### src/rtl/gbn_pkg.sv
// ----------------------------------------------------------------------------
// gbn_pkg
// Shared types, codes and constants of the Go-Back-N sender window core.
// ----------------------------------------------------------------------------
package gbn_pkg;

    // Field and register widths
    localparam int OP_W       = 2;
    localparam int ACK_W      = 16;
    localparam int WIN_W      = 6;
    localparam int TOTAL_W    = 16;
    localparam int TMO_W      = 20;
    localparam int SQ_W       = 17;   // internal sequence arithmetic
    localparam int SEQ_W      = 16;   // sequence number as transmitted
    localparam int KIND_W     = 2;
    localparam int CFG_IDX_W  = 2;
    localparam int CFG_DATA_W = 20;
    localparam int ALU_W      = 20;

    // Sequence numbers are reported modulo 2**SEQ_BITS
    localparam int SEQ_BITS = 16;
    localparam logic [SEQ_W-1:0] SEQ_MASK = (SEQ_BITS >= SEQ_W) ? {SEQ_W{1'b1}} :
        SEQ_W'((64'd1 << SEQ_BITS) - 64'd1);

    localparam int DEF_MAX_WINDOW = 32;

    // Register reset values
    localparam logic [WIN_W-1:0]   WINDOW_RST  = 6'd32;
    localparam logic [TOTAL_W-1:0] TOTAL_RST   = 16'd0;
    localparam logic [TMO_W-1:0]   TIMEOUT_RST = 20'd1000;

    typedef enum logic [OP_W-1:0] {
        OP_TICK  = 2'd0,
        OP_ACK   = 2'd1,
        OP_START = 2'd2
    } op_t;

    // The one operation code with no meaning; the core ignores it.
    localparam logic [OP_W-1:0] OP_UNUSED = 2'd3;

    typedef enum logic [KIND_W-1:0] {
        KIND_NEW  = 2'd0,
        KIND_RETX = 2'd1,
        KIND_DONE = 2'd2
    } kind_t;

    typedef enum logic [CFG_IDX_W-1:0] {
        REG_WINDOW  = 2'd0,
        REG_TOTAL   = 2'd1,
        REG_TIMEOUT = 2'd2
    } reg_idx_t;

    typedef enum logic [3:0] {
        ST_IDLE,
        ST_CHK,
        ST_DONE,
        ST_LIM,
        ST_END,
        ST_CNT,
        ST_TINC,
        ST_TCMP,
        ST_SEND,
        ST_RETX,
        ST_ACK_LO,
        ST_ACK_HI,
        ST_ACK_UPD
    } state_t;

    typedef struct packed {
        logic [ALU_W-1:0] a;
        logic [ALU_W-1:0] b;
        logic             sub;
    } alu_req_t;

    typedef struct packed {
        logic [ALU_W-1:0] sum;
        logic             ge;     // a >= b, valid for subtraction
        logic             zero;
    } alu_rsp_t;

    typedef struct packed {
        logic             valid;
        kind_t            kind;
        logic [SEQ_W-1:0] seq;
        logic             last;
    } emit_t;

    function automatic logic [SEQ_W-1:0] seq_field(input logic [SQ_W-1:0] v);
        logic [SQ_W-1:0] m;
        m = v & SEQ_MASK;
        return m[SEQ_W-1:0];
    endfunction

endpackage

### src/rtl/go_back_n_sender_window_core.sv
// ----------------------------------------------------------------------------
// go_back_n_sender_window_core
// Go-Back-N sender window control with a sequenced shared ALU.
// ----------------------------------------------------------------------------
// Usage: each input transaction on the s_ group is a tick, an acknowledgement
// or a start. A start resets the window (base and next sequence to one, timer
// stopped, done cleared) in the idle state. A flagged acknowledgement is
// checked against the outstanding range in ST_ACK_LO and ST_ACK_HI and
// moves the base in ST_ACK_UPD if in range, with no output; one with the
// flag clear, or one after done, is dropped. A tick checks the base against
// the packet count in ST_CHK, then works the window and timer on the shared
// ALU in ST_LIM, ST_END, ST_CNT, ST_TINC and ST_TCMP; results follow one per
// cycle on the m_ group while the receiver does not stall: new sequence
// numbers first, then, on a timeout, every outstanding number again. The
// last result of a tick carries tlast. Once the base passes the packet count
// a tick reports done once; later ticks give nothing until the next start.
// s_tready is high only while the sequencer is idle, so one item is in work
// at a time. A single output register sits between the sequencer and the m_
// group; if the receiver stalls, the sequencer waits with the next result
// and resumes as soon as the register is taken, so nothing is lost. The
// configuration channel is always ready and should be written only while
// idle. Reset clears the window state and loads the register defaults
// (window 32, no packets, timeout 1000 ticks).
// ----------------------------------------------------------------------------
module go_back_n_sender_window_core
#(
    parameter int MAX_WINDOW = gbn_pkg::DEF_MAX_WINDOW
)
(
    input  logic                           clk,
    input  logic                           rst_n,
    input  logic                           s_tvalid,
    output logic                           s_tready,
    input  logic [15:0]                    s_tdata,     // [15:0] ack_number
    input  logic [2:0]                     s_tuser,     // [1:0] operation, [2] ack_valid
    output logic                           m_tvalid,
    input  logic                           m_tready,
    output logic [15:0]                    m_tdata,     // [15:0] seq_number
    output logic [1:0]                     m_tuser,     // [1:0] kind
    output logic                           m_tlast,
    input  logic                           cfg_valid,
    output logic                           cfg_ready,
    input  logic [gbn_pkg::CFG_IDX_W-1:0]  cfg_index,
    input  logic [gbn_pkg::CFG_DATA_W-1:0] cfg_data
);
    import gbn_pkg::*;

    logic [WIN_W-1:0]   window_reg;
    logic [TOTAL_W-1:0] total_reg;
    logic [TMO_W-1:0]   timeout_reg;

    logic             m_valid_reg;
    logic [SEQ_W-1:0] m_data_reg;
    kind_t            m_kind_reg;
    logic             m_last_reg;

    alu_req_t alu_req;
    alu_rsp_t alu_rsp;
    emit_t    emit;
    logic     emit_ready;

    // Configuration registers; an index beyond the list is accepted and dropped.
    assign cfg_ready = 1'b1;

    always_ff @(posedge clk or negedge rst_n)
    begin
        if (!rst_n)
        begin
            window_reg  <= WINDOW_RST;
            total_reg   <= TOTAL_RST;
            timeout_reg <= TIMEOUT_RST;
        end
        else if (cfg_valid && cfg_ready)
        begin
            unique case (cfg_index)
                REG_WINDOW:  window_reg  <= cfg_data[WIN_W-1:0];
                REG_TOTAL:   total_reg   <= cfg_data[TOTAL_W-1:0];
                REG_TIMEOUT: timeout_reg <= cfg_data[TMO_W-1:0];
                default:     window_reg  <= window_reg;
            endcase
        end
    end

    gbn_alu u_alu
    (
        .req (alu_req),
        .rsp (alu_rsp)
    );

    gbn_ctrl #(
        .MAX_WINDOW (MAX_WINDOW)
    ) u_ctrl (
        .clk           (clk),
        .rst_n         (rst_n),
        .in_valid      (s_tvalid),
        .in_ready      (s_tready),
        .in_op         (s_tuser[1:0]),
        .in_ack        (s_tdata),
        .in_ack_ok     (s_tuser[2]),
        .window_size   (window_reg),
        .total_packets (total_reg),
        .timeout_ticks (timeout_reg),
        .alu_req       (alu_req),
        .alu_rsp       (alu_rsp),
        .emit          (emit),
        .emit_ready    (emit_ready)
    );

    // Output register: a new result may load in the same cycle that the
    // previous one is taken by the receiver.
    assign emit_ready = !m_valid_reg || m_tready;

    always_ff @(posedge clk or negedge rst_n)
    begin
        if (!rst_n)
            m_valid_reg <= 1'b0;
        else if (emit_ready)
            m_valid_reg <= emit.valid;
    end

    always_ff @(posedge clk)
    begin
        if (emit.valid && emit_ready)
        begin
            m_data_reg <= emit.seq;
            m_kind_reg <= emit.kind;
            m_last_reg <= emit.last;
        end
    end

    assign m_tvalid = m_valid_reg;
    assign m_tdata  = m_data_reg;
    assign m_tuser  = m_kind_reg;
    assign m_tlast  = m_last_reg;

endmodule

### src/rtl/gbn_alu.sv
// ----------------------------------------------------------------------------
// gbn_alu
// Shared adder and magnitude comparator used by the arithmetic steps of the sequencer.
// ----------------------------------------------------------------------------
module gbn_alu
(
    input  gbn_pkg::alu_req_t req,
    output gbn_pkg::alu_rsp_t rsp
);
    import gbn_pkg::*;

    logic [ALU_W:0]   full;
    logic [ALU_W-1:0] b_op;

    // Subtraction is a + ~b + 1; the carry out is then set exactly when a >= b.
    assign b_op = req.sub ? ~req.b : req.b;
    assign full = {1'b0, req.a} + {1'b0, b_op} + (ALU_W + 1)'(req.sub);

    assign rsp.sum  = full[ALU_W-1:0];
    assign rsp.ge   = full[ALU_W];
    assign rsp.zero = (full[ALU_W-1:0] == '0);

endmodule

### src/rtl/gbn_ctrl.sv
// ----------------------------------------------------------------------------
// gbn_ctrl
// Window state and step sequencer; drives the shared ALU one operation a cycle.
// ----------------------------------------------------------------------------
module gbn_ctrl
#(
    parameter int MAX_WINDOW = gbn_pkg::DEF_MAX_WINDOW
)
(
    input  logic                        clk,
    input  logic                        rst_n,
    input  logic                        in_valid,
    output logic                        in_ready,
    input  logic [gbn_pkg::OP_W-1:0]    in_op,
    input  logic [gbn_pkg::ACK_W-1:0]   in_ack,
    input  logic                        in_ack_ok,
    input  logic [gbn_pkg::WIN_W-1:0]   window_size,
    input  logic [gbn_pkg::TOTAL_W-1:0] total_packets,
    input  logic [gbn_pkg::TMO_W-1:0]   timeout_ticks,
    output gbn_pkg::alu_req_t           alu_req,
    input  gbn_pkg::alu_rsp_t           alu_rsp,
    output gbn_pkg::emit_t              emit,
    input  logic                        emit_ready
);
    import gbn_pkg::*;

    localparam int CNT_W = $clog2(MAX_WINDOW + 1);
    localparam logic [WIN_W-1:0] MAXW = WIN_W'(MAX_WINDOW);

    state_t           state_reg, state_next;
    logic [SQ_W-1:0]  base_reg, base_next;
    logic [SQ_W-1:0]  nseq_reg, nseq_next;
    logic             run_reg, run_next;
    logic [TMO_W-1:0] count_reg, count_next;
    logic             done_reg, done_next;
    logic [SQ_W-1:0]  acc_reg, acc_next;      // window limit, then send end
    logic [ACK_W-1:0] ack_reg, ack_next;
    logic [CNT_W-1:0] cnt_reg, cnt_next;      // new packets still to send
    logic             tmo_reg, tmo_next;      // retransmission due this tick
    logic [SQ_W-1:0]  s_reg, s_next;          // retransmission pointer
    logic [TMO_W-1:0] tcnt_reg, tcnt_next;    // advanced timer value

    logic [WIN_W-1:0] win_eff;
    logic             same;
    logic             run_after;

    assign win_eff = (window_size == '0) ? WIN_W'(1) :
                     (window_size > MAXW) ? MAXW : window_size;
    assign same      = (base_reg == nseq_reg);
    assign run_after = run_reg | same;

    always_ff @(posedge clk or negedge rst_n)
    begin
        if (!rst_n)
        begin
            state_reg <= ST_IDLE;
            base_reg  <= SQ_W'(1);
            nseq_reg  <= SQ_W'(1);
            run_reg   <= 1'b0;
            count_reg <= '0;
            done_reg  <= 1'b0;
            cnt_reg   <= '0;
            tmo_reg   <= 1'b0;
        end
        else
        begin
            state_reg <= state_next;
            base_reg  <= base_next;
            nseq_reg  <= nseq_next;
            run_reg   <= run_next;
            count_reg <= count_next;
            done_reg  <= done_next;
            cnt_reg   <= cnt_next;
            tmo_reg   <= tmo_next;
        end
    end

    always_ff @(posedge clk)
    begin
        acc_reg  <= acc_next;
        ack_reg  <= ack_next;
        s_reg    <= s_next;
        tcnt_reg <= tcnt_next;
    end

    always_comb
    begin
        state_next = state_reg;
        base_next  = base_reg;
        nseq_next  = nseq_reg;
        run_next   = run_reg;
        count_next = count_reg;
        done_next  = done_reg;
        acc_next   = acc_reg;
        ack_next   = ack_reg;
        cnt_next   = cnt_reg;
        tmo_next   = tmo_reg;
        s_next     = s_reg;
        tcnt_next  = tcnt_reg;
        in_ready   = 1'b0;
        alu_req    = '0;
        emit       = '0;
        emit.kind  = KIND_NEW;

        unique case (state_reg)
            ST_IDLE:
            begin
                in_ready = 1'b1;
                if (in_valid)
                begin
                    case (in_op)
                        OP_START:
                        begin
                            base_next  = SQ_W'(1);
                            nseq_next  = SQ_W'(1);
                            run_next   = 1'b0;
                            count_next = '0;
                            done_next  = 1'b0;
                        end
                        OP_ACK:
                        begin
                            ack_next = in_ack;
                            if (in_ack_ok && !done_reg)
                                state_next = ST_ACK_LO;
                        end
                        OP_TICK:
                        begin
                            if (!done_reg)
                                state_next = ST_CHK;
                        end
                        default:
                        begin
                            state_next = ST_IDLE;
                        end
                    endcase
                end
            end

            ST_ACK_LO:
            begin
                alu_req.a   = ALU_W'(ack_reg);
                alu_req.b   = ALU_W'(base_reg);
                alu_req.sub = 1'b1;
                state_next  = alu_rsp.ge ? ST_ACK_HI : ST_IDLE;
            end

            ST_ACK_HI:
            begin
                alu_req.a   = ALU_W'(nseq_reg);
                alu_req.b   = ALU_W'(ack_reg);
                alu_req.sub = 1'b1;
                state_next  = (alu_rsp.ge && !alu_rsp.zero) ? ST_ACK_UPD : ST_IDLE;
            end

            ST_ACK_UPD:
            begin
                alu_req.a  = ALU_W'(ack_reg);
                alu_req.b  = ALU_W'(1);
                base_next  = alu_rsp.sum[SQ_W-1:0];
                if (alu_rsp.sum[SQ_W-1:0] == nseq_reg)
                begin
                    run_next = 1'b0;
                end
                else
                begin
                    run_next   = 1'b1;
                    count_next = '0;
                end
                state_next = ST_IDLE;
            end

            ST_CHK:
            begin
                alu_req.a   = ALU_W'(total_packets);
                alu_req.b   = ALU_W'(base_reg);
                alu_req.sub = 1'b1;
                state_next  = alu_rsp.ge ? ST_LIM : ST_DONE;
            end

            ST_DONE:
            begin
                emit.valid = 1'b1;
                emit.kind  = KIND_DONE;
                emit.seq   = '0;
                emit.last  = 1'b1;
                if (emit_ready)
                begin
                    done_next  = 1'b1;
                    run_next   = 1'b0;
                    count_next = '0;
                    state_next = ST_IDLE;
                end
            end

            ST_LIM:
            begin
                alu_req.a  = ALU_W'(base_reg);
                alu_req.b  = ALU_W'(win_eff);
                acc_next   = alu_rsp.sum[SQ_W-1:0];
                state_next = ST_END;
            end

            ST_END:
            begin
                // Sending stops at the window limit or after the last packet.
                alu_req.a   = ALU_W'(total_packets);
                alu_req.b   = ALU_W'(acc_reg);
                alu_req.sub = 1'b1;
                if (!alu_rsp.ge)
                    acc_next = {1'b0, total_packets} + SQ_W'(1);
                state_next = ST_CNT;
            end

            ST_CNT:
            begin
                alu_req.a   = ALU_W'(acc_reg);
                alu_req.b   = ALU_W'(nseq_reg);
                alu_req.sub = 1'b1;
                cnt_next    = (alu_rsp.ge && !alu_rsp.zero) ? alu_rsp.sum[CNT_W-1:0] : '0;
                state_next  = ST_TINC;
            end

            ST_TINC:
            begin
                // With nothing outstanding the first send restarts the timer.
                alu_req.a  = same ? '0 : ALU_W'(count_reg);
                alu_req.b  = ALU_W'(1);
                tcnt_next  = alu_rsp.sum[TMO_W-1:0];
                state_next = ST_TCMP;
            end

            ST_TCMP:
            begin
                alu_req.a   = ALU_W'(tcnt_reg);
                alu_req.b   = ALU_W'(timeout_ticks);
                alu_req.sub = 1'b1;
                tmo_next    = 1'b0;
                if (run_after)
                begin
                    run_next   = 1'b1;
                    count_next = alu_rsp.ge ? '0 : tcnt_reg;
                    tmo_next   = alu_rsp.ge && (!same || (cnt_reg != '0));
                end
                s_next = base_reg;
                if (cnt_reg != '0)
                    state_next = ST_SEND;
                else if (run_after && alu_rsp.ge && !same)
                    state_next = ST_RETX;
                else
                    state_next = ST_IDLE;
            end

            ST_SEND:
            begin
                emit.valid = 1'b1;
                emit.kind  = KIND_NEW;
                emit.seq   = seq_field(nseq_reg);
                emit.last  = (cnt_reg == CNT_W'(1)) && !tmo_reg;
                if (emit_ready)
                begin
                    nseq_next = nseq_reg + SQ_W'(1);
                    cnt_next  = cnt_reg - CNT_W'(1);
                    s_next    = base_reg;
                    if (cnt_reg == CNT_W'(1))
                        state_next = tmo_reg ? ST_RETX : ST_IDLE;
                end
            end

            ST_RETX:
            begin
                emit.valid = 1'b1;
                emit.kind  = KIND_RETX;
                emit.seq   = seq_field(s_reg);
                emit.last  = ((s_reg + SQ_W'(1)) == nseq_reg);
                if (emit_ready)
                begin
                    s_next = s_reg + SQ_W'(1);
                    if ((s_reg + SQ_W'(1)) == nseq_reg)
                        state_next = ST_IDLE;
                end
            end

            default:
            begin
                state_next = ST_IDLE;
            end
        endcase
    end

endmodule

### config.mk
export PLATFORM = sky130hd
export DESIGN_NAME = go_back_n_sender_window_core
export DESIGN_NICKNAME = d
export VERILOG_FILES = /design/src/rtl/gbn_pkg.sv /design/src/rtl/go_back_n_sender_window_core.sv /design/src/rtl/gbn_alu.sv /design/src/rtl/gbn_ctrl.sv
export SDC_FILE = /design/constraint.sdc
export NUM_CORES = 1
export LEC_CHECK = 0
export ABC_AREA = 1
export BUFFER_PORTS_ARGS = -buffer_cell sky130_fd_sc_hd__buf_4
export CAP_MARGIN = 10
export CORE_AREA = 2 2 146 148
export DETAILED_ROUTE_END_ITERATION = 8
export DIE_AREA = 0 0 148 150
export GPL_TIMING_DRIVEN = 0
export PLACE_DENSITY = 0.76
export SLEW_MARGIN = 0
export SYNTH_ARGS = -nofsm -noshare
export SYNTH_HDL_FRONTEND = slang
export SYNTH_SLANG_ARGS = --single-unit
### constraint.sdc
create_clock -name clk -period 14.25 [get_ports clk]
set_input_delay 1.425 -clock clk [delete_from_list [all_inputs] [get_ports clk]]
set_output_delay 1.425 -clock clk [all_outputs]
set_load 0.01 [all_outputs]
; ---- Yosys cells after proc, flatten, opt, wreduce, memory -nomap -nowiden
; Index checks and enable logic that the tools add are counted.
; Widths: inputs -> output; s select.
[op_classes]
addsub = 6
magnitude_cmp = 1
eq_ne = 33
n_mux = 53
n_bitwise = 2
n_reduce_logical = 41
[op_table]
columns = operator, count
row1 = $pmux 40 s9, 1
row2 = $mux 20, 8
row3 = $mux 17, 6
row4 = $pmux 17 s2, 3
row5 = $pmux 20 s4, 1
row6 = $pmux 20 s3, 1
row7 = $mux 4, 13
row8 = $eq 17x17->1, 3
row9 = $pmux 17 s3, 1
row10 = $pmux 4 s12, 1
row11 = $add 17x1->17 const B, 2
row12 = $mux 6, 4
row13 = $add 20x20->21, 1
row14 = $add 21x1->21, 1
row15 = $eq 4x4->1 const B, 5
row16 = $logic_not 20->1, 1
row17 = $not 20->20, 1
row18 = $add 16x1->17 const B, 1
row19 = $eq 4x3->1 const B, 4
row20 = $ne 2x2->1 const B, 8
row21 = $pmux 4 s3, 1
row22 = $pmux 6 s2, 1
row23 = $mux 1, 10
row24 = $reduce_and 2->1, 5
row25 = 29 further kinds, 53
[totals]
regBits = 199
in_bits = 46
out_inout_bits = 22
wordCells = 155

; ---- Logic depth before layout (Yosys ltp)
; Gate-level depths: netlist (run 1).
[logic_depth]
ltp_word = 13
depth_mapped = 35
mapped_depth_nobuf = 33

; ---- Hierarchy
; Synthesis (run 1) repeated with hierarchy kept, for this count alone.
[hier_totals]
cells_unflattened = 1658
hier_area_um2 = 12846.1
[modules_own_cells]
columns = module, instances, cells_each, area_each_um2, seq_area_each_um2
row1 = gbn_ctrl, 1, 1137, 8836.0, 3781.1
row2 = go_back_n_sender_window_core, 1, 216, 2379.8, 1655.3
row3 = gbn_alu, 1, 305, 1630.3, 0.0

; ---- Least setup slack after synthesis (run 1)
; OpenSTA, ideal clock, no wires.
[synth_timing]
path_type = register to register
from = reg u_ctrl.state_reg[0]
to = reg u_ctrl.acc_reg[0], enable pin
setup_time_ps = 397
arrival_ps = 5123
required_time_ps = 13853
setup_slack_ps = 8730
stages_incl_launch_ff = 24
path_buffers = 4
period_less_slack_ps = 5520
path_cell_list = dfrtp_1 > buf_2 > nor2_1 > inv_1 > nor2_1 > inv_1 > nor2_1 > clkbuf_1 > nand2_1 > nand2_1 > ha_1 > nand2_1 > inv_1 > a21oi_1 > nor2_1 > nor2_1 > nand2_1 > a21oi_1 > inv_1 > nand2_1 > nand2_1 > clkbuf_1 > buf_1 > a21oi_1
[synth_between]
elab_chain_len = 8
word_cells_on_any_way = 19
classes_between = add/sub: 2 / eq/ne: 10 / mux: 3 / bitwise: 1 / reduce/logical: 3
[synth_lines]
columns = element, line_no
row1 = start: declaration, gbn_ctrl.sv:30  ; state_t state_reg, state_next;
row2 = start signal: assignment, gbn_ctrl.sv:67  ; state_reg <= state_next;
row3 = "$eq 4x3->1, or another cell as far along", gbn_ctrl.sv:105  ; unique case (state_reg)
row4 = $pmux 40 s9 / $reduce_or 6->1 (equally long branches), --
row5 = $not 20->20 / $mux 1 (equally long branches), "gbn_alu.sv:16, gbn_ctrl.sv:105"
row6 = $mux 20, gbn_alu.sv:16  ; assign b_op = req.sub ? ~req.b : req.b;
row7 = $add 20x20->21, gbn_alu.sv:17  ; assign full = {1'b0, req.a} + {1'b0, b_op} + (ALU_W + 1)'(req.sub);
row8 = $add 21x1->21, gbn_alu.sv:17
row9 = $ne 2x2->1 (no source line), --
row10 = $reduce_and 2->1 (no source line) *, --
row11 = end signal: assignment, gbn_ctrl.sv:80  ; acc_reg <= acc_next;
row12 = end: declaration, gbn_ctrl.sv:36  ; logic [SQ_W-1:0] acc_reg, acc_next;
; Mark *: on every way between the ends. The rest lies on a longest branch, timed or not.
; A chain may end at the register's enable or synchronous reset.

==> impl_results.md, run 1 <==
* Tot GR Track Use at 0.405
* Area growth syn-to-layout at 12.8%
* WP data required at 14.59 ns
* Worst skew pair latency at 0.45 ns
* Final setup vio count at 0
* Crit-path max FO at 10
* Number of post-CTS setup repair buffers at 0
* Synth top cells by count: nand2_1 (481), inv_1 (170), nor2_1 (139), o21ai_0 (116), dfrtp_1 (101)
* EDFF count, synth at 89
* Diodes inserted at 0
* Fill count at 1807
* Multi-input logic area at 0.00580 mm²
* # IOs at just under 70
* Die area at 0.0222 mm²
* Die Width at 148 µm
* DP HPWL at 34100 µm
* Clock Skew at between 0.01 and 0.015 ns
* Sink Count at 199
* Final min period at 6.65 ns
* Root buffer cell: clkbuf_16
* Switch Pwr at 1.37 mW
* Clock Power Share at 0.183
* Worst slew pin tran at roughly 1.2 ns
* Worst path slowest cell: nor2_1
* Port bufs at 66
* Drt drc at 1
* Slowest stage delay, CP at 0.82 ns
* Remaining antenna violation count at 0
* Synth top area cells: edfxtp_1 (22%), dfrtp_1 (21%), nand2_1 (15%)
* Switching Share at 0.495
* Pwr Density at 201 mW/mm²
* First-pass GRT wire length at around 66000 µm
* H-tree depth at 4
* Synth top area share at 0.220
* Cell variety after synth at 58
* # hold bufs at CTS at 0
* Initial core utilization at 0.588
* DR vias at 12.3k
* Top_reg_cell synth: dfrtp_1
* Violated checks: DRC
* DR WL/cell at 22.6 µm
* Pleak at 6.18 nW
* Sequential area share after synthesis at 0.447
* Clk buf depth at 2
* Remaining Overflow, GRT at 0
* Hold Path Class: flip-flop to flip-flop
* Initial antenna violation count at 0
* Vias per cell at between 6 and 7
* Synthesized Nets at 1660
* Setup ws final at 7.60 ns
* CP arrival at 6.98 ns
* Most used cell, CP: nand2_1
* Worst setup EP type: flip-flop
* Share of cells above drive strength 1 at 0.103
* Max Cap Viol at 0
* Clk slew on worst S/H paths at 0.09 ns
* Flop pwr share at 0.305
* Synth Warn # at 0
* Most frequent cell after synthesis: nand2_1
* Rel. slew slack at 0.191
* CP Class: flip-flop to flip-flop
* DP Worst Slack at 7.94 ns
* First-pass DRT Iterations at 9
* Nets at 1750
* Comb power frac at 0.512
* Register area at approximately 0.0054 mm²
* Largest net degree at the start of global routing at 70
* Maximum vdd drop at ~190 µV
* Vias in the first global route at 11.5k
* GP Congestion at 1.04
* Final TNS setup at 0 ns
* DRT iter0 DRCs at 1586
* WL final at between 40000 and 50000 µm
* Status: finished with violations
* Final Max Slew Viols at 0
* Synth Area per Inst at 7.66 µm²
* Peak Freq at 150 MHz
* Critical Path Start Type: flip-flop
* Synthesized instance count at ~1.6k
* Yosys reg bits at 199
* Int Pwr at 1.40 mW
* TritonCTS clock tree: done
* Chip height at approximately 150 µm
* Number of buffers created by CTS at 17
* Tot Pwr at ~2.8 mW
* FP Rows at 53
* Hold Fails Final Rpt at 0
* Worst hold slack at 0.479 ns
* Post-Syn Area at 0.0122 mm²
* RSZ-0062 raised after global routing: false
* Final Cycle Share at 0.466
* Core box area at 0.0207 mm²
* Post-CTS Resized at 0
* Synth area leader: edfxtp_1
* Synth async-reset ratio at 0.553
==> power groups by stage <==
stage                     logic, mW  clock network (mW)  registers (mW)
final                          1.42               0.504           0.843
after global routing           1.51               0.522           0.850
after CTS                      1.36               0.498           0.839
after detailed placement       1.36                   0           0.850
after global placement         1.32                   0           0.850
after floorplan               0.855                   0           0.834
==> layout by cell type (no fill, tap or decap), types with 7 or more instances in the layout <==
cell,n
nor3_1,22
nand2_2,14
a211oi_1,7
nand2_1,481
o21ai_0,116
dfrtp_1,101
o2111ai_1,20
nand4_1,17
dfstp_2,9
ha_1,24
nand3_1,94
clkbuf_1,45
a21oi_1,49
clkinv_1,7
a221oi_1,17
o211ai_1,9
nor2_1,137
o22ai_1,30
clkbuf_16,17
inv_2,13
inv_1,170
buf_4,66
xor2_1,29
xnor2_1,8
edfxtp_1,89
a2111oi_0,7
==> worst paths after layout <==
kind                            cells past startpoint  slack (ns)            startpoint              endpoint
worst max-delay path                               31        7.60   u_ctrl.nseq_reg[15]  u_ctrl.count_reg[10]
worst min-delay path                                2        0.48  u_ctrl.count_reg[14]  u_ctrl.count_reg[14]
worst max register to register                     31        7.60   u_ctrl.nseq_reg[15]  u_ctrl.count_reg[10]
worst min register to register                      2        0.48  u_ctrl.count_reg[14]  u_ctrl.count_reg[14]
max in group asynchronous                           2       12.63                 rst_n    u_ctrl.nseq_reg[0]
min in group asynchronous                           1        0.87                 rst_n         total_reg[14]
==> worst max-delay path: cells and delay by family, from the launching register on <==
kind | cells | cell delay, ns
AO/OA/AOI/OAI | 2 | 0.24
adder cells (fa/ha/maj) | 1 | 0.30
buffers and inverters | 6 | 1.63
flip-flops | 1 | 0.54
AND/OR/NAND/NOR | 22 | 3.80
==> metal layers <==
layer  track usage  wire length [µm]  vias up  part of all wire
met1         0.521             16900     5769              0.38
li1              -                 -     5496                 -
met2         0.635             19700      817              0.44
met3        0.0860              4700      189              0.11
met5             0                 0        -                 0
met4         0.234              3050        0             0.069
==> logic make-up (layout without fill, tap and decap cells) <==
group,count (synthesis),in the layout,share of synthesized area
AOI/OAI and AO/OA,281,281,0.142
xor gates and xnor gates,38,38,0.0285
adders and majority gates,25,25,0.0263
buffers and inverters,246,349,0.0781
DFF,199,199,0.447
muxes,4,4,0.00370
other,1,1,0.000308
and+or+nand+nor,795,795,0.275
==> layout make-up <==
class,instances,area share
multi-input combinational,1144,0.422
sequential,199,0.396
inverter,190,0.0519
timing repair buffer,71,0.0436
clock buffer,18,0.0312
tap,275,0.0251
buffer,56,0.0173
clock inverter,14,0.0127
==> stage by stage <==
stage               utilization  cells  cell area [µm²]
floorplan                     -   1589            12200
global placement          0.629   1930            13000
detailed placement        0.635   1935            13100
CTS                       0.664   1967            13700
global route              0.664   1967            13700
finish                    0.664   1967            13700
Note: power is estimated with default switching activity, not from simulation.
==> run 2, diff against run 1 <==
--- a/config.mk
+++ b/config.mk
@@ -5,14 +5,14 @@
 export SDC_FILE = /design/constraint.sdc
 export NUM_CORES = 1
 export LEC_CHECK = 0
-export ABC_AREA = 1
+export ABC_AREA = 0
 export BUFFER_PORTS_ARGS = -buffer_cell sky130_fd_sc_hd__buf_4
 export CAP_MARGIN = 10
-export CORE_AREA = 2 2 146 148
+export CORE_AREA = 2 2 150 152
 export DETAILED_ROUTE_END_ITERATION = 8
-export DIE_AREA = 0 0 148 150
+export DIE_AREA = 0 0 152 154
 export GPL_TIMING_DRIVEN = 0
-export PLACE_DENSITY = 0.76
+export PLACE_DENSITY = 0.74
 export SLEW_MARGIN = 0
 export SYNTH_ARGS = -nofsm -noshare
 export SYNTH_HDL_FRONTEND = slang
==> constraint.sdc (replaced) <==
create_clock -name clk -period 5.5 [get_ports clk]
set_input_delay 0.55 -clock clk [delete_from_list [all_inputs] [get_ports clk]]
set_output_delay 0.55 -clock clk [all_outputs]
set_load 0.01 [all_outputs]
==> run 2 against run 1 <==
- the run now ends clean
- largest cell class unchanged
- combinational power increased to 3.3 times the previous value
- critical endpoint is now u_ctrl.state_reg[2]
- critical path depth decreased by 10
- total power increased to 3.0 times the previous value
- first-iteration DRC count decreased by 16%
- utilization decreased by 2.5 points
- non-clock buffer count increased by 23
==> impl_results.md, run 2 <==
* Clk buf depth at 2
* H-tree depth at 4
* Hold Fails Final Rpt at 0
* Int Pwr at 4.35 mW
* Area growth syn-to-layout at 14.9%
* DR WL/cell at 22.6 µm
* Core box area at between 0.02 and 0.025 mm²
* Flop pwr share at 0.292
* Worst r2r src: u_ctrl.state_reg[3]
* Final setup vio count at 0
* Max Cap Viol at 0
* Placed cell area at between 0.01 and 0.015 mm²
* Cells after DPL at about 1.6k
* Maximum vdd drop at 314 µV
* R2r setup slk at between 0.09 and 0.1 ns
* Top_reg_cell synth: dfrtp_1
* Tot Pwr at 8.38 mW
* EDFF count, synth at slightly below 90
* Synth top cells by count: nand2_1 (123), dfrtp_1 (101), edfxtp_1 (89), nor2_1 (87)
* Diodes inserted at 0
* Chip height at 154 µm
* Synth async-reset ratio at 0.553
* Hold Path Class: input pin to asynchronous set/reset pin
* TritonCTS clock tree: done
* Synth area leader: edfxtp_1
* Rel. slew slack at 0.366
* FP Rows at 54
* Synth Warn # at 0
* Final min period at 5.41 ns
* Remaining Overflow, GRT at 0
* Clock Skew at 0.0150 ns
* First-pass DRT Iterations at 5
* Largest net degree at the start of global routing at between 60 and 70
* Vias in the first global route at 10.1k
* Vias per cell at about 6.4
* Sink Count at 199
* Post-Syn Area at between 0.01 and 0.015 mm²
* Final cell count without fillers at around 1.6k
* Worst slew pin tran at ~0.95 ns
* # hold bufs at CTS at 0
* DRT iter0 DRCs at between 1k and 1.5k
* CP Class: flip-flop to flip-flop
* WL final at 36200 µm
* First-pass GRT wire length at between 50000 and 60000 µm
* Pwr Density at between 600 and 700 mW/mm²
* Tot GR Track Use at 0.310
* Synth top area cells: edfxtp_1 (22%), dfrtp_1 (21%), a22oi_1 (4.4%)
* Most frequent cell after synthesis: nand2_1
* Comb power frac at 0.555
* Critical Path Start Type: flip-flop
* Switch Pwr at 4.03 mW
* Die Width at 152 µm
* Initial core utilization at 0.556
* Clk slew on worst S/H paths at 0.08 ns
* Initial antenna violation count at 0
* # IOs at 68
* Cell variety after synth at 85
* Final instance area at approximately 0.014 mm²
* Peak Freq at approximately 180 MHz
* Port bufs at 66
* Status: complete, no violations
* DP Worst Slack at -0.967 ns
* Drt drc at 0
* Clock Power Share at 0.153
* Root buffer cell: clkbuf_16
* Remaining antenna violation count at 0
* Worst skew pair latency at 0.45 ns
* Final Max Slew Viols at 0
* Synth Area per Inst at 9.88 µm²
* Crit-path max FO at 10
* Share of cells above drive strength 1 at 0.196
* Sequential area share after synthesis at 0.451
* DP HPWL at about 28000 µm
* Setup ws final at 0.0910 ns
* Yosys reg bits at about 200
* Pleak at 5.47 nW
* Number of buffers created by CTS at 17
* Most frequent cells in the layout: nand2_1 (122), dfrtp_1 (101), edfxtp_1 (89)
* WP data required at 5.83 ns
* Nets at 1379
* CP arrival at 5.74 ns
* Switching Share at 0.481
* Worst reg2reg path depth at 21
* DR vias at 10.3k
* Synthesized instance count at about 1.2k
* Synth top area share at 0.222
* Commonest non-fill, non-tap cell in the layout: nand2_1
* Die area at 0.0234 mm²
* Reg2reg end: u_ctrl.state_reg[2]
* Worst setup EP type: flip-flop
* GP Congestion at 0.990
* Synthesized Nets at around 1.3k
* Final Cycle Share at 0.983
==> run 2: cell types whose count changed after synthesis, moves of 21 or more <==
cell,before,now
nand3_1,94,57
o21ai_0,116,51
a22oi_1,3,70
a22o_1,2,23
nor2_1,139,87
xnor2_1,8,52
mux2_2,4,44
xor2_1,29,51
nand2_1,481,123
inv_1,170,45
o22ai_1,30,7
==> run 2: cell type report <==
class	instances	area (µm²)
Buffer	75	362
Clock buffer	17	425
Clock inverter	15	181
Fill cell	1791	7830
Inverter	46	173
Multi-Input combinational cell	894	6310
Sequential cell	199	5440
Tap cell	280	350
Timing Repair Buffer	75	619
==> run 2: metrics by stage <==
stage / hold slack [ns] / TNS (ns) / utilization
detailed placement: 0.502 / -33.81 / 0.599
finish: 0.0366 / 0 / 0.639
floorplan: 0.254 / 0 / -
CTS: 0.0556 / 0 / 0.635
global placement: 0.500 / -77.42 / 0.595
global route: 0.0662 / -0.00280 / 0.639
==> run 2: worst max path at each step <==
| stage | from | to | slack [ns] |
|---|---|---|---|
| 2_1_floorplan | u_ctrl.state_reg[0] | u_ctrl.acc_reg[0] | 0.09 |
| 3_3_place_gp | u_ctrl.state_reg[3] | u_ctrl.acc_reg[14] | -1.98 |
| 3_5_place_dp | u_ctrl.state_reg[0] | u_ctrl.state_reg[3] | -0.97 |
| 4_1_cts | u_ctrl.nseq_reg[0] | u_ctrl.state_reg[3] | 0.02 |
| 5_1_grt | u_ctrl.state_reg[3] | u_ctrl.state_reg[2] | -0.003 |
| 6_report | u_ctrl.state_reg[3] | u_ctrl.state_reg[2] | 0.09 |
==> run 2: per-layer routing <==
layer	part of all wire	GRT usage	vias to the layer above
li1	-	-	4687
met1	0.41	0.423	4988
met2	0.47	0.505	546
met3	0.090	0.0468	89
met4	0.033	0.118	0
met5	0	0	-
==> run 2: kinds of logic after synthesis <==
| family | Yosys count | share of synthesized area |
|---|---|---|
| other | 1 | 0.000311 |
| multiplexers | 46 | 0.0427 |
| flip-flops | 199 | 0.451 |
| adder cells (fa/ha/maj) | 25 | 0.0266 |
| AND/OR/NAND/NOR | 382 | 0.150 |
| buffers and inverters | 128 | 0.0436 |
| AO/OA/AOI/OAI | 333 | 0.203 |
| XOR/XNOR | 107 | 0.0825 |
==> run 2: power groups by stage <==
| stage | registers, mW | clock network, mW | logic [mW] |
|---|---|---|---|
| 2_1_floorplan | 2.32 | 0 | 2.95 |
| 3_3_place_gp | 2.42 | 0 | 4.19 |
| 3_5_place_dp | 2.42 | 0 | 4.25 |
| 4_1_cts | 2.41 | 1.28 | 4.43 |
| 5_1_grt | 2.47 | 1.34 | 4.97 |
| 6_report | 2.44 | 1.28 | 4.65 |
==> run 2: critical path, stage by stage (launching register included) <==
cell	delay (ns)
dfrtp_1	0.41
buf_2	0.18
nand2b_2	0.30
nor2_1	0.28
clkbuf_2	0.38
buf_2	0.34
a22oi_1	0.14
nand4_1	0.15
ha_1	0.25
clkbuf_2	0.18
and3_1	0.23
a221oi_4	0.26
buf_12	0.16
o221ai_4	0.17
o41ai_2	0.28
o41ai_2	0.17
or3_4	0.42
nor4_4	0.24
nand4b_1	0.31
buf_4	0.25
nand3_1	0.09
nand2_1	0.09
==> run 2: timing repair <==
item	in CTS	in global routing
pin swaps	5	6
setup buffers	4	3
resized for setup	35	29
setup endpoints to repair	48	47
==> run 3, diff against run 2 <==
--- a/config.mk
+++ b/config.mk
@@ -12,7 +12,7 @@
 export DETAILED_ROUTE_END_ITERATION = 8
 export DIE_AREA = 0 0 152 154
 export GPL_TIMING_DRIVEN = 0
-export PLACE_DENSITY = 0.74
+export PLACE_DENSITY = 0.76
 export SLEW_MARGIN = 0
 export SYNTH_ARGS = -nofsm -noshare
 export SYNTH_HDL_FRONTEND = slang
==> run 3 against run 2 <==
- wire length is 0.25% higher
- hold slack better by 0.12 ns
- critical endpoint is now u_ctrl.state_reg[3]
- total power is 0.42% higher
- count of clock-buffer cells in the layout is 1 higher
- largest power group unchanged
- sequential power hardly changed
- sequential cell count stayed put
- cell count is 0.25% higher
- first-iteration DRC count is 1.5% lower
==> impl_results.md, run 3 (synthesized netlist as in run 2, its figures left out) <==
* Status: complete, no violations
* Chip height at about 150 µm
* Switching Share at 0.481
* Diodes inserted at 0
* Final Max Slew Viols at 0
* Peak Freq at 189 MHz
* Crit-path max FO at 10
* Critical Path Start Type: flip-flop
* Critical Path Source: u_ctrl.state_reg[3]
* Clk buf depth at 2
* GP Congestion at 0.962
* Vias in the first global route at 10.1k
* H-tree depth at 4
* Pleak at 5.50 nW
* Drt drc at 0
* First-pass GRT wire length at roughly 57000 µm
* Clock Power Share at 0.150
* Die Width at 152 µm
* Worst skew pair latency at approximately 0.45 ns
* Switch Pwr at roughly 4.0 mW
* DRT iter0 DRCs at 1319
* DR WL/cell at 22.6 µm
* Remaining antenna violation count at 0
* Pwr Density at 605 mW/mm²
* Most frequent cells in the layout: nand2_1 (123), dfrtp_1 (101), edfxtp_1 (89)
* Share of cells above drive strength 1 at 0.198
* Remaining Overflow, GRT at 0
* Commonest non-fill, non-tap cell in the layout: nand2_1
* Nets at 1383
* Root buffer cell: clkbuf_16
* Vias per cell at 6.40
* Hold Path Class: input pin to asynchronous set/reset pin
* Fill count at approximately 1.8k
* Rel. slew slack at 0.331
* Int Pwr at 4.37 mW
* # hold bufs at CTS at 0
* Initial core utilization at 0.556
* DR vias at 10.3k
* Port bufs at 66
* FP Rows at 54
* # IOs at 68
* Worst setup EP type: flip-flop
* Reg2reg end: u_ctrl.state_reg[3]
* Tot GR Track Use at 0.313
* Core box area at 0.0217 mm²
* Clock Skew at 0.0176 ns
* Comb power frac at 0.559
* TritonCTS clock tree: done
* WL final at approximately 36000 µm
* DP HPWL at around 28000 µm
* Final min period at around 5.3 ns
* WP data required at 5.82 ns
* Number of buffers created by CTS at 17
* Maximum vdd drop at 294 µV
* Max Cap Viol at 0
* Worst r2r src: u_ctrl.state_reg[3]
* Clk slew on worst S/H paths at 0.09 ns
* R2r setup slk at 0.21 ns
* Worst slew pin tran at 0.995 ns
* Cells after DPL at 1569
* Final TNS setup at 0 ns
* CP arrival at around 5.6 ns
* Final Cycle Share at 0.963
* Hold Fails Final Rpt at 0
* Initial antenna violation count at 0
* Final cell count without fillers at 1605
* Area growth syn-to-layout at 15.2%
* Worst reg2reg path depth at 21
* CP Class: flip-flop to flip-flop
* Largest net degree at the start of global routing at 59
* Die area at 0.0234 mm²
* Sink Count at 199
* Final setup vio count at 0
* End of the critical path: u_ctrl.state_reg[3]
* Flop pwr share at 0.290
* First-pass DRT Iterations at 6
run 3: layout make-up:
class,count,area (µm²),area share
Buffer,74,364,0.0262
Clock buffer,18,429,0.0309
Clock inverter,14,149,0.0107
Inverter,46,173,0.0124
Multi-Input combinational cell,894,6330,0.456
Sequential cell,199,5440,0.391
Tap cell,280,350,0.0252
Timing Repair Buffer,80,666,0.0479
run 3: how the worst min path moves through the flow:
| stage | from | end | slack [ns] | depth (start not counted) |
|---|---|---|---|---|
| global route | rst_n | total_reg[3] | 0.22 | 1 |
| finish | rst_n | total_reg[3] | 0.15 | 1 |
| detailed placement | window_reg[0] | window_reg[0] | 0.50 | 1 |
| floorplan | rst_n | m_tvalid | 0.25 | 0 |
| global placement | window_reg[0] | window_reg[0] | 0.49 | 1 |
| CTS | rst_n | total_reg[3] | 0.18 | 1 |
run 3: stage by stage:
stage / hold slack (ns) / instance area [µm²] / setup slack (ns) / util / total power [mW]
finish: 0.152 / 13900 / 0.205 / 0.641 / 8.41
global route: 0.223 / 13900 / -0.0228 / 0.641 / 8.84
CTS: 0.185 / 13700 / -0.0112 / 0.631 / 8.05
detailed placement: 0.496 / 13000 / -0.936 / 0.599 / 6.66
global placement: 0.493 / 12900 / -1.96 / 0.595 / 6.61
floorplan: 0.254 / 12100 / 0.0916 / - / 5.27
run 3: worst max-delay path: stages (launching register included):
cell and delay, ns:
dfrtp_1 0.41, buf_2 0.18, nand2b_1 0.33, nor2_1 0.30
clkbuf_4 0.32, buf_2 0.30, a22oi_1 0.13, nand4_1 0.15
ha_1 0.25, clkbuf_2 0.18, and3_1 0.24, a221oi_4 0.29
buf_12 0.16, o221ai_4 0.16, o41ai_4 0.40, o41ai_4 0.18
or3_4 0.42, nor4_4 0.16, nand4b_1 0.12, buf_4 0.18
a31oi_1 0.20, o21ai_1 0.11
run 3: layer usage:
metal  wire length [µm]  vias to the layer above  track usage
li1                   -                     4694            -
met1              15100                     4947        0.431
met2              16700                      550        0.502
met3               3250                       83       0.0459
met4               1270                        0        0.122
met5                  0                        -            0
run 3: power groups by stage:
| stage | clock (mW) | combinational (mW) | sequential (mW) |
|---|---|---|---|
| after floorplan | 0 | 2.95 | 2.32 |
| after global placement | 0 | 4.19 | 2.42 |
| after detailed placement | 0 | 4.24 | 2.42 |
| after CTS | 1.27 | 4.38 | 2.41 |
| after global routing | 1.33 | 5.04 | 2.47 |
| final | 1.26 | 4.71 | 2.44 |
run 3: what timing repair did:
item	CTS	global route
endpoints found under the setup margin	48	47
endpoints found under the hold margin	0	0
pin swaps	4	7
setup buffers	5	7
gates resized for setup	29	40
